`src/rtl/core/mma_ram.sv`:
```
// generic single write, single read ram with registered read data
module mma_ram #(
	parameter int WIDTH = 32,
	parameter int DEPTH = 64
) (
	input  logic                     clk,
	input  logic                     we,
	input  logic [$clog2(DEPTH)-1:0] waddr,
	input  logic [WIDTH-1:0]         wdata,
	input  logic [$clog2(DEPTH)-1:0] raddr,
	output logic [WIDTH-1:0]         rdata
);
	logic [WIDTH-1:0] mem_q [DEPTH];

	always_ff @(posedge clk) begin
		if (we) begin
			mem_q[waddr] <= wdata;
		end
		rdata <= mem_q[raddr];
	end
endmodule

```
`config.mk`:
```
export PLATFORM = sky130hd
export DESIGN_NAME = mma_ram
export DESIGN_NICKNAME = d
export VERILOG_FILES = /design/src/rtl/core/mma_ram.sv
export SDC_FILE = /design/constraint.sdc
export NUM_CORES = 2
export LEC_CHECK = 0
export BUFFER_PORTS_ARGS = -buffer_cell sky130_fd_sc_hd__buf_2
export CORE_ASPECT_RATIO = 0.7
export CORE_MARGIN = 2
export CORE_UTILIZATION = 45
export CTS_CLUSTER_SIZE = 12
export DETAILED_ROUTE_END_ITERATION = 10
export SYNTH_ARGS = -nofsm -noshare
export SYNTH_HDL_FRONTEND = slang
export SYNTH_SLANG_ARGS = --single-unit
```
`constraint.sdc`:
```
create_clock -name clk -period 11.65 [get_ports clk]
set_input_delay 2.33 -clock clk [delete_from_list [all_inputs] [get_ports clk]]
set_output_delay 2.33 -clock clk [all_outputs]
set_load 0.05 [all_outputs]
```
* Yosys cells after proc, flatten, opt, wreduce, memory -nomap -nowiden *
Memories as Yosys holds them, arrays and structs flattened. A register that Yosys moved wholly into a read port is not among the register bits.
Cells that the tools add are included.

storage, ports and cells
  memories = 1
  memory bits (read-only) = 0
  register bits after elaboration = 0
  bits of input ports = 46
  latch bits = 0
  bits in writable memories = 2048

memory list
  name   depth  width  rd ports  clocked after memory_dff  write ports  RTL line  text
  mem_q  64     32     1         1                         1            13        logic [WIDTH-1:0] mem_q [DEPTH];

operators by class
  div/mod/pow operators = 0
  bitwise operators = 0
  equal/unequal tests = 0
  add/subtract/negate cells = 0
  order comparisons = 0
  reduce and logical (&&, ||, !) cells = 0
  multiplexer cells = 2
  shifts and indexed selects = 0
  multiply operators = 0

operators by type and width
  operator          count
  1-bit 2-to-1 mux  2

* Depth between registers and ports, before layout *
  depth after elaboration = 2
  mapped depth = 10
  depth with buffers taken out = 5

* Least setup slack after synthesis *
No wires, ideal clock.

  kind = input to register
  from = input port waddr[3]
  to = memory mem_q[48][0] (enable)
  stages = 4
  slack = 6.160 ns
  setup time = 0.461 ns
  buffers on the path = 1
  data arrival time = 5.029 ns
  cell sequence = clkbuf_1 nor2b_1 nand4b_1 nor3_1

RTL lines
  item         RTL line  text
  from (decl)  8         input logic [$clog2(DEPTH)-1:0] waddr,
  to (decl)    13

Straight into the memory's write port.

==> metrics <==
Max rail drop VDD=0.1197 mV; via count=36940; final hold violations=0; Fmax=179.9 MHz; first-pass GRT wire length=290500 µm; initial antenna violation count=20; actual slew at the worst max-slew pin=1.433 ns; gr usage total=23.64%; RSZ-0062 raised after global routing=no; Reg2Reg Depth=5; synthesized area per cell=23.62 µm²; design area=0.08810 mm²; Critical Path RT=12.34 ns; final-report max-slew violation count=0; Seq cells post-synth=2080; residual DRC count=0; Net Switching=3.249 mW; DR iter-0 viols=5876; leakage=27.03 nW; Starting Density=45.23%; die outline width=503.3 µm; clock root buffer=clkbuf_16; dominant cells by area after synthesis=edfxtp_1, mux4_2, mux2i_1; most common cell in the netlist=edfxtp_1; routed length per placed instance=34.62 µm; Final HPWL DP=110400 µm; slowest cell on the critical path=buf_4; routed wire length=208500 µm; clock latency on the worst-skew pair=0.82 ns; GPL Wtd Cong=0.7956; layout cells sized above 1=27.97%; outcome=complete, no violations; number of global-route vias before repair=36270; num rows=128; clock buffer depth=3; setup_tns=0 ns; Overflow after GRT=0; NumNets Final=3587; Final Non-Filler Cells=6023; synth warn=0; EDFF count, synth=2048; Min-Delay Path Depth=5; HP Class=reg2reg; worst setup path class=in2reg; synth unique cells=34; Worst Clk Skew=0.02750 ns; top_reg_cell synth=edfxtp_1; slew margin rel.=4.440%; synthesized instance count=3324; Clock Pin Slew Worst Setup and Hold Paths=0.06 ns; setup bufs post-CTS=0; top post-synthesis cells by count=edfxtp_1, mux4_2, nor2_1; htree depth=4; clock network power share=38.8%; fin crit period=5.558 ns; CP endpoint kind=flop; Layout area overhead=12.20%; final setup fails=0; CP Cell Sequence=buf_8, buf_4, buf_4, mux4_2, o22ai_1, nor2_1, a21oi_1, nor2_1; Gate power share=5.7%; register share of total power=55.5%; Placed Cells=5684; fin crit share=47.71%; Yosys top cell area share=78.33%; Max Cap Viol=0; chip height=353.5 µm; register area share after synthesis=79.14%; Power Density=170.5 mW/mm²; Cell Area, Synth=0.07852 mm²; CP arrival=6.25 ns; Port Buffers=77; Critical Path Source Type=input port; Die ar.=0.1779 mm²; CTS Hold Bufs=0; # IOs=78; area post-placement=0.08247 mm²; DRT Pass-1 Iters=5; CP max FO=62; Net Sw Frac=21.64%; Syn Nets=3370; core region area=0.1736 mm²; Resized cells post-CTS=0; Vias/cell=6.133; Synth async-reset ratio=0%; CTS tree=done; CP max stage delay=0.80 ns; leading area contributor after synthesis=edfxtp_1; final antenna-violating net count=0; CTS buffer count=195; Internal Power=11.77 mW; # clock sinks=2080; pin count of the biggest net entering global routing=109
-- worst max-delay path, delay by kind of cell --
| family | cells | cell delay [ns] |
|---|---|---|
| AOI/OAI and AO/OA | 2 | 0.98 |
| buffers and inverters | 3 | 1.88 |
| muxes | 1 | 0.44 |
| and+or+nand+nor | 2 | 0.39 |
-- registers in the layout, summed over array words and instances, names as in the netlist --
signal	flops
rdata	32
mem_q	2048
-- layer usage --
metal / vias to the layer above / global-route usage [%] / wire length [µm]
met2: 1881 / 33.95 / 92990
met4: 2 / 5.213 / 3752
met3: 234 / 5.285 / 21680
met1: 20150 / 37.18 / 90070
li1: 14670 / - / -
met5: - / 0 / 16
-- cell families after synthesis --
logic type / count (synthesis) / share of synthesized area, %
compound gates: 202 / 1.673
buf+inv: 182 / 1.128
flops: 2080 / 79.14
mux: 637 / 16.79
simple gates: 223 / 1.265
-- cells in the final DEF, fill, tap and decap left out, types with 4 or more instances in the layout --
cell / instances
diode_2: 11
o221ai_1: 27
o32ai_1: 4
o22ai_1: 84
a22oi_1: 12
clkbuf_1: 113
nor3_1: 5
a41o_1: 4
nand3b_1: 5
nand3_1: 5
edfxtp_1: 2048
clkinv_2: 4
nor2b_1: 15
a21oi_1: 62
nor2_1: 75
nand2b_1: 7
buf_12: 6
dfxtp_1: 32
nor2_4: 62
mux4_2: 544
and3_1: 4
mux2i_1: 93
buf_2: 73
clkbuf_16: 201
a311oi_1: 8
buf_4: 119
nand2_1: 26
-- through the flow --
stage / hold WS [ns] / power (mW) / setup WS, ns / utilization, %
6_report: 0.8924 / 15.02 / 6.092 / 50.74
2_1_floorplan: 0.6632 / 8.919 / 6.160 / -
3_3_place_gp: 0.8668 / 9.342 / 5.338 / 47.50
4_1_cts: 0.8886 / 15.11 / 6.240 / 50.73
3_5_place_dp: 0.8773 / 9.349 / 5.340 / 47.50
5_1_grt: 0.9529 / 15.45 / 5.950 / 50.73
-- worst paths after layout --
| kind | start | endpoint | slack [ns] |
|---|---|---|---|
| max | raddr[1] | rdata[3] | 6.09 |
| min | mem_q[29][31] | rdata[31] | 0.89 |
| max reg2reg | mem_q[46][15] | rdata[15] | 9.23 |
| min reg2reg | mem_q[29][31] | rdata[31] | 0.89 |
-- power groups by stage --
stage          combinational, mW  sequential, mW  clock [mW]
2_1_floorplan              0.403            8.52           0
3_3_place_gp               0.848            8.49           0
3_5_place_dp               0.855            8.49           0
4_1_cts                    0.856            8.34        5.91
5_1_grt                    0.898            8.33        6.22
6_report                   0.852            8.33        5.83
-- cell type report --
cell class | count | area [µm²]
fillers | 13590 | 85510
flip-flops and latches | 2080 | 62140
multi-input cells | 1062 | 15970
clock buffers | 317 | 5495
well taps | 2340 | 2928
repair buffers | 202 | 1435
clock inverters | 11 | 102.6
diodes | 11 | 27.53
(Power assumes the default switching activity.)
