===== src/rtl/core/mma_pkg.sv =====
// shared types, constants and helpers for the matrix multiply-accumulate block
package mma_pkg;

	localparam int MAX_DIM = 8;
	localparam int USE_DIM = (MAX_DIM < 8) ? MAX_DIM : 8;
	localparam int ADDR_W = $clog2(MAX_DIM * MAX_DIM);
	localparam int IDX_W = 3;
	localparam int DIM_W = 4;
	localparam int DATA_W = 32;
	localparam int CFG_IDX_W = 3;
	localparam int CHUNK_W = 23;
	localparam int SUM_W = 3 * CHUNK_W;
	localparam int PROD_W = 56;
	localparam int TOT_W = 104;
	localparam int DRAIN_CYC = USE_DIM + 4;
	localparam int TMR_W = $clog2(DRAIN_CYC + 1);

	typedef enum logic [1:0] {
		CMD_LOAD_A = 2'd0,
		CMD_LOAD_B = 2'd1,
		CMD_LOAD_C = 2'd2,
		CMD_RUN    = 2'd3
	} cmd_t;

	typedef enum logic [CFG_IDX_W-1:0] {
		REG_ROWS_M      = 3'd0,
		REG_COLS_N      = 3'd1,
		REG_INNER_K     = 3'd2,
		REG_TRANSPOSE_A = 3'd3,
		REG_TRANSPOSE_B = 3'd4,
		REG_ALPHA       = 3'd5,
		REG_BETA        = 3'd6
	} cfg_reg_t;

	typedef enum logic [2:0] {
		ST_IDLE,
		ST_ISSUE,
		ST_DRAIN,
		ST_CREAD,
		ST_CSTART,
		ST_FIN,
		ST_EMIT
	} state_t;

	// operand pair handed from cell to cell
	typedef struct packed {
		logic                     v;
		logic [IDX_W-1:0]         tag;
		logic signed [DATA_W-1:0] a;
		logic signed [DATA_W-1:0] b;
	} link_t;

	function automatic logic [DIM_W-1:0] clamp_dim(input logic [DIM_W-1:0] d);
		if (d > DIM_W'(USE_DIM)) begin
			return DIM_W'(USE_DIM);
		end
		return d;
	endfunction

	function automatic logic [ADDR_W-1:0] addr_of(input logic [IDX_W-1:0] row,
		input logic [IDX_W-1:0] col);
		return ADDR_W'(int'(row) * MAX_DIM + int'(col));
	endfunction

endpackage


===== src/rtl/core/mma_cell.sv =====
// one column cell: passes operands on and accumulates the pairs tagged for it
module mma_cell (
	input  logic                              clk,
	input  logic                              arst_n,
	input  logic                              clear,
	input  logic [mma_pkg::IDX_W-1:0]         cell_idx,
	input  mma_pkg::link_t                    link_in,
	output mma_pkg::link_t                    link_out,
	output logic signed [mma_pkg::SUM_W-1:0]  acc
);
	import mma_pkg::*;

	logic                       link_v_q;
	logic [IDX_W-1:0]           link_tag_q;
	logic signed [DATA_W-1:0]   link_a_q;
	logic signed [DATA_W-1:0]   link_b_q;
	logic                       hit_s1;
	logic signed [2*DATA_W-1:0] prod_s1;
	logic signed [SUM_W-1:0]    acc_q;

	always_ff @(posedge clk or negedge arst_n) begin
		if (!arst_n) begin
			link_v_q <= 1'b0;
			hit_s1 <= 1'b0;
			acc_q <= '0;
		end else begin
			link_v_q <= link_in.v;
			if (clear) begin
				hit_s1 <= 1'b0;
				acc_q <= '0;
			end else begin
				hit_s1 <= link_v_q && (link_tag_q == cell_idx);
				if (hit_s1) begin
					acc_q <= acc_q + SUM_W'(prod_s1);
				end
			end
		end
	end

	always_ff @(posedge clk) begin
		link_tag_q <= link_in.tag;
		link_a_q <= link_in.a;
		link_b_q <= link_in.b;
		prod_s1 <= link_a_q * link_b_q;
	end

	assign link_out = '{v: link_v_q, tag: link_tag_q, a: link_a_q, b: link_b_q};
	assign acc = acc_q;
endmodule


===== config.mk =====
export PLATFORM = sky130hd
export DESIGN_NAME = mma_cell
export DESIGN_NICKNAME = d
export VERILOG_FILES = /design/src/rtl/core/mma_pkg.sv /design/src/rtl/core/mma_cell.sv
export SDC_FILE = /design/constraint.sdc
export NUM_CORES = 2
export LEC_CHECK = 0
export BUFFER_PORTS_ARGS = -buffer_cell sky130_fd_sc_hd__buf_4
export CORE_MARGIN = 8
export CORE_UTILIZATION = 25
export DETAILED_ROUTE_END_ITERATION = 8
export SYNTH_ARGS = -nofsm -noshare
export SYNTH_HDL_FRONTEND = slang
export SYNTH_SLANG_ARGS = --single-unit

===== constraint.sdc =====
create_clock -name clk -period 9.39 [get_ports clk]
set_input_delay 0.939 -clock clk [delete_from_list [all_inputs] [get_ports clk]]
set_output_delay 0.939 -clock clk [all_outputs]
set_load 0.1 [all_outputs]

# Word level (Yosys, flattened, before mapping)
# Index checks and enable logic that the tools add are counted.
totals:
  register_bits: 202
  in_bits: 74
  out_inout_bits: 137
  elab_cells: 15
op_classes:
  addsub: 1
  multipliers: 1
  eq_ne: 1
  muxes: 3
  reduce_logical: 2
op_table:
  columns: ["operator", "count"]
  rows:
  - ["two-way mux 69 bit", 2]
  - ["adder 69 x 64 -> 69 bit", 1]
  - ["multiplier 32 x 32 -> 64 bit", 1]
  - ["equality test 3 bit", 1]
  - ["nonzero test 2 bit", 1]
  - ["logical AND 1 bit", 1]
  - ["two-way mux 1 bit", 1]

# Longest topological paths before layout
logic_depth:
  ltp_word: 3
  ltp_mapped: 29
  mapped_depth_nobuf: 27

# Worst setup path before layout
# OpenSTA, ideal clock, no wires.
synth_path:
  path_type: "register to register"
  startpoint: "register link_a_q[31]"
  endpoint: "register prod_s1[63]"
  setup_ps: 72
  arrival_ps: 8267
  required_ps: 9318
  path_slack_ps: 1051
  path_stages_with_launch: 24
  n_path_buf: 1
  period_less_slack_ps: 8339
  cell_sequence: "dfxtp_1 -> clkbuf_1 -> nand2_1 -> inv_1 -> fa_1 -> fa_1 -> fa_1 -> fa_1 -> inv_1 -> fa_1 -> inv_1 -> fa_1 -> inv_1 -> fa_1 -> inv_1 -> fa_1 -> ha_1 -> a21oi_1 -> nor2b_1 -> o21ai_0 -> or4b_2 -> or3b_1 -> a31oi_1 -> xnor2_1"
synth_via:
  elab_chain_len: 1
synth_rtl:
  columns: ["element", "line_no", "text"]
  rows:
  - ["start: declaration", "mma_cell.sv:15", "logic signed [DATA_W-1:0] link_a_q;"]
  - ["start signal: assignment", "mma_cell.sv:42", "link_a_q <= link_in.a;"]
  - ["multiplier 32 x 32 -> 64 bit", "mma_cell.sv:44", "prod_s1 <= link_a_q * link_b_q;"]
  - ["end signal: assignment", "mma_cell.sv:44", null]
  - ["end: declaration", "mma_cell.sv:18", "logic signed [2*DATA_W-1:0] prod_s1;"]
# No other way between the ends.
# A chain may end at the register's enable or synchronous reset.

# Worst setup path in the final report
layout_path:
  startpoint: "register link_b_q[9]"
  endpoint: "register prod_s1[47]"
layout_via:
  elab_chain_len: 1
layout_rtl:
  columns: ["element", "line_no", "text"]
  rows:
  - ["start: declaration", "mma_cell.sv:16", "logic signed [DATA_W-1:0] link_b_q;"]
  - ["start signal: assignment", "mma_cell.sv:43", "link_b_q <= link_in.b;"]
  - ["multiplier 32 x 32 -> 64 bit", "mma_cell.sv:44", null]
# No other way between the ends.

==> impl_results.md <==
- I/O Pins: 211
- Sequential share of the synthesized area: under 10%
- Worst Setup End Kind: register
- # fillers: slightly below 20,000
- Yosys cell types: 89
- Synthesized area: 45,680 um^2
- Met3 routed WL: roughly 7 mm
- Clock latency on the worst-skew pair: about 630 ps
- Vias in the first global route: about 36,000
- Via count: between 30,000 and 40,000
- Final Skew: 39.11 ps
- Max Freq: 117.7 MHz
- Final number of setup-violating endpoints: 0
- TritonCTS buffer count: 34
- Number of synthesized flops with an enable pin: 0
- First-pass GRT wire length: roughly 210 mm
- First-pass detailed-route iteration total: 5
- Post-synthesis cell count: slightly below 5,000
- Hold Buf Count CTS: 0
- Synthesis-to-layout area growth: 12.08%
- Root buffer cell: clkbuf_16
- CP startpoint kind: register
- Slowest stage delay, CP: ~840 ps
- Routed len/inst: 18.41 um
- RSZ-0062 raised after global routing: no
- Post-synth top flop: dfxtp_1
- Synth async-reset ratio: 35.15%
- Synth Warn #: 0
- Clock sink total: roughly 200
- Register Area: approximately 4400 um^2
- Total Neg Setup Slack: 0 ps
- Residual DRC: 0
- CTS clock-pin slew for the worst setup and hold paths: ~50 ps
- CTS tree: built
- CP arrival: between 8000 and 9000 ps
- GP Congestion: between 0.8 and 0.9
- Core box area: 182,300 um^2
- Post-layout min period: 8499 ps
- Die area: roughly 200,000 um^2
- GR Overflow Total: 0
- Detail Route Antenna Nets: 0
- Max_cap viols: 0
- Port Buffer Count: 210
- Largest net degree at the start of global routing: 68
- Area share of the leading cell type in the synthesized netlist: between 40% and 50%
- Synth area leader: fa_1
- Syn_nets: approximately 6,200
- #FFs+latches synth: 202
- Avg Inst Size Synth: about 9.4 um^2
- Worst path buffer plus inverter count: 6
- Detailed Place HPWL: ~120 mm
- # rows: 157
- Initial Util: 25.06%
- Final instance area: about 51,000 um^2
- Chip height: approximately 440 um
- Routed length on met2: ~69 mm
- Crit Path Max Fanout: 20
- Synth area leaders: fa_1, inv_1, and2_1, ha_1, dfxtp_1
- Layout cells sized above 1: under 10%
- Via/cell ratio: 4.511
- Max layer used: met5
- M1 WL: 54.82 mm
- Initial antenna violation count: 6
- Nets: ~6,300
- H-tree Lvls: 2
- Worst Tran Pin Value: about 1100 ps
- Fin. Hold Viols: 0
- Multi-input logic area: ~37,000 um^2
- Hold Path Class: in2async
- Crit-path slowest cell: dfxtp_1
- Status: completed
- Drt total wl: approximately 140 mm
- DR iter-0 viols: between 1,500 and 2,000
- Synth cell count leaders: fa_1, inv_1, nand2_1
- Clk buf depth: 3
- Total GRT Usage: between 10% and 20%
- Fin crit share: between 90% and 100%
- Slew HR: 28.02%
- Worst path top cell family by delay: adder cells
- Most frequent cell after synthesis: fa_1
- Max-slew violation count: 0
- Crit path kind: reg2reg
- Most used cell, CP: fa_1
- Post-CTS resize count: 0
- Required time worst endpoint: 9880 ps
- # Post-CTS Setup Buffers: 0
- Die extent in x: about 440 um
- Area post-placement: about 50,000 um^2
==> per-layer routing <==
| layer | vias to the layer above | track usage (%) |
|---|---|---|
| li1 | 14750 | - |
| met1 | 17360 | 16.89 |
| met2 | 857 | 24.45 |
| met3 | 195 | 2.288 |
| met4 | 2 | 4.655 |
| met5 | - | 0 |
==> stage by stage <==
stage / hold WS [ps] / setup WS [ps] / util, % / cells
after floorplan: 505.2 / 1051 / - / 4839
after global placement: 527.5 / 921.5 / 27.46 / 7289
after detailed placement: 531.7 / 890.8 / 27.46 / 7289
after CTS: 161.9 / 881.1 / 28.08 / 7350
after global routing: 188.3 / 493.7 / 28.08 / 7350
final: 193.9 / 890.7 / 28.09 / 7351
==> cell type report <==
class | instances | share of cell area (%)
well taps | 2385 | 5.828
flip-flops and latches | 202 | 8.597
repair buffers | 307 | 4.501
clock inverters | 17 | 0.4154
diodes | 1 | 0.004888
clock buffers | 44 | 1.813
inverters | 991 | 7.265
multi-input cells | 3404 | 71.57
==> worst reg2reg max path: stages, from the launching register on <==
cell	delay, ps
dfxtp_1	840
buf_4	410
nand2_1	130
fa_1	560
inv_1	60
fa_1	460
fa_1	510
inv_1	50
fa_1	470
inv_1	50
fa_1	490
fa_1	510
fa_1	490
inv_1	50
fa_1	490
inv_1	50
ha_1	410
nand3_1	210
nor3_1	230
nand2_1	110
a211oi_1	400
nor2_1	130
o31ai_1	630
a21oi_1	210
o21bai_1	230
a21oi_1	110
xnor2_1	130
==> placed cells by master (no fill, tap or decap), drive strengths merged, types with 30 or more instances in the layout <==
| cell | netlist | routed |
|---|---|---|
| a21o | 83 | 83 |
| inv | 990 | 996 |
| ha | 252 | 252 |
| buf | 9 | 307 |
| dfrtp | 71 | 71 |
| o21ai | 81 | 81 |
| nand3 | 33 | 33 |
| o21a | 30 | 30 |
| dfxtp | 131 | 131 |
| xnor2 | 85 | 85 |
| fa | 1083 | 1083 |
| nand2 | 566 | 566 |
| nor2 | 146 | 146 |
| clkbuf | 233 | 44 |
| and2 | 527 | 527 |
| a21oi | 141 | 141 |
| xor2 | 37 | 37 |
| mux2i | 35 | 35 |
==> sequential cells by signal, summed over array words and instances (netlist names) <==
name	flops
prod_s1	64
acc	69
link_a_q	32
link_tag_q	3
hit_s1	1
link_b_q	32
link_v_q	1
==> final timing paths <==
kind / from / endpoint / slack (ps) / depth (start not counted)
worst min register to register: acc[65] / acc[65] / 550 / 2
min in group clk: link_in[30] / link_b_q[30] / 410 / 1
worst max-delay path: link_b_q[9] / prod_s1[47] / 890 / 26
worst min-delay path: arst_n / hit_s1 / 190 / 1
max in group asynchronous: arst_n / acc[33] / 8020 / 2
worst max register to register: link_b_q[9] / prod_s1[47] / 890 / 26
==> cells by family (layout without fill, tap and decap cells) <==
logic type / after synthesis / in the layout / share of synthesized area (%)
xor gates and xnor gates: 122 / 122 / 2.339
muxes: 36 / 36 / 0.7915
adders and majority gates: 1335 / 1335 / 54.36
buffers and inverters: 1233 / 1359 / 10.15
AOI/OAI and AO/OA: 489 / 489 / 7.195
other: 0 / 1 / 0
and+or+nand+nor: 1422 / 1422 / 15.53
DFF: 202 / 202 / 9.630
Power is left out: the tool's default activity adds up to more than one toggle a clock period on the data nets, which glitch-free logic cannot reach.
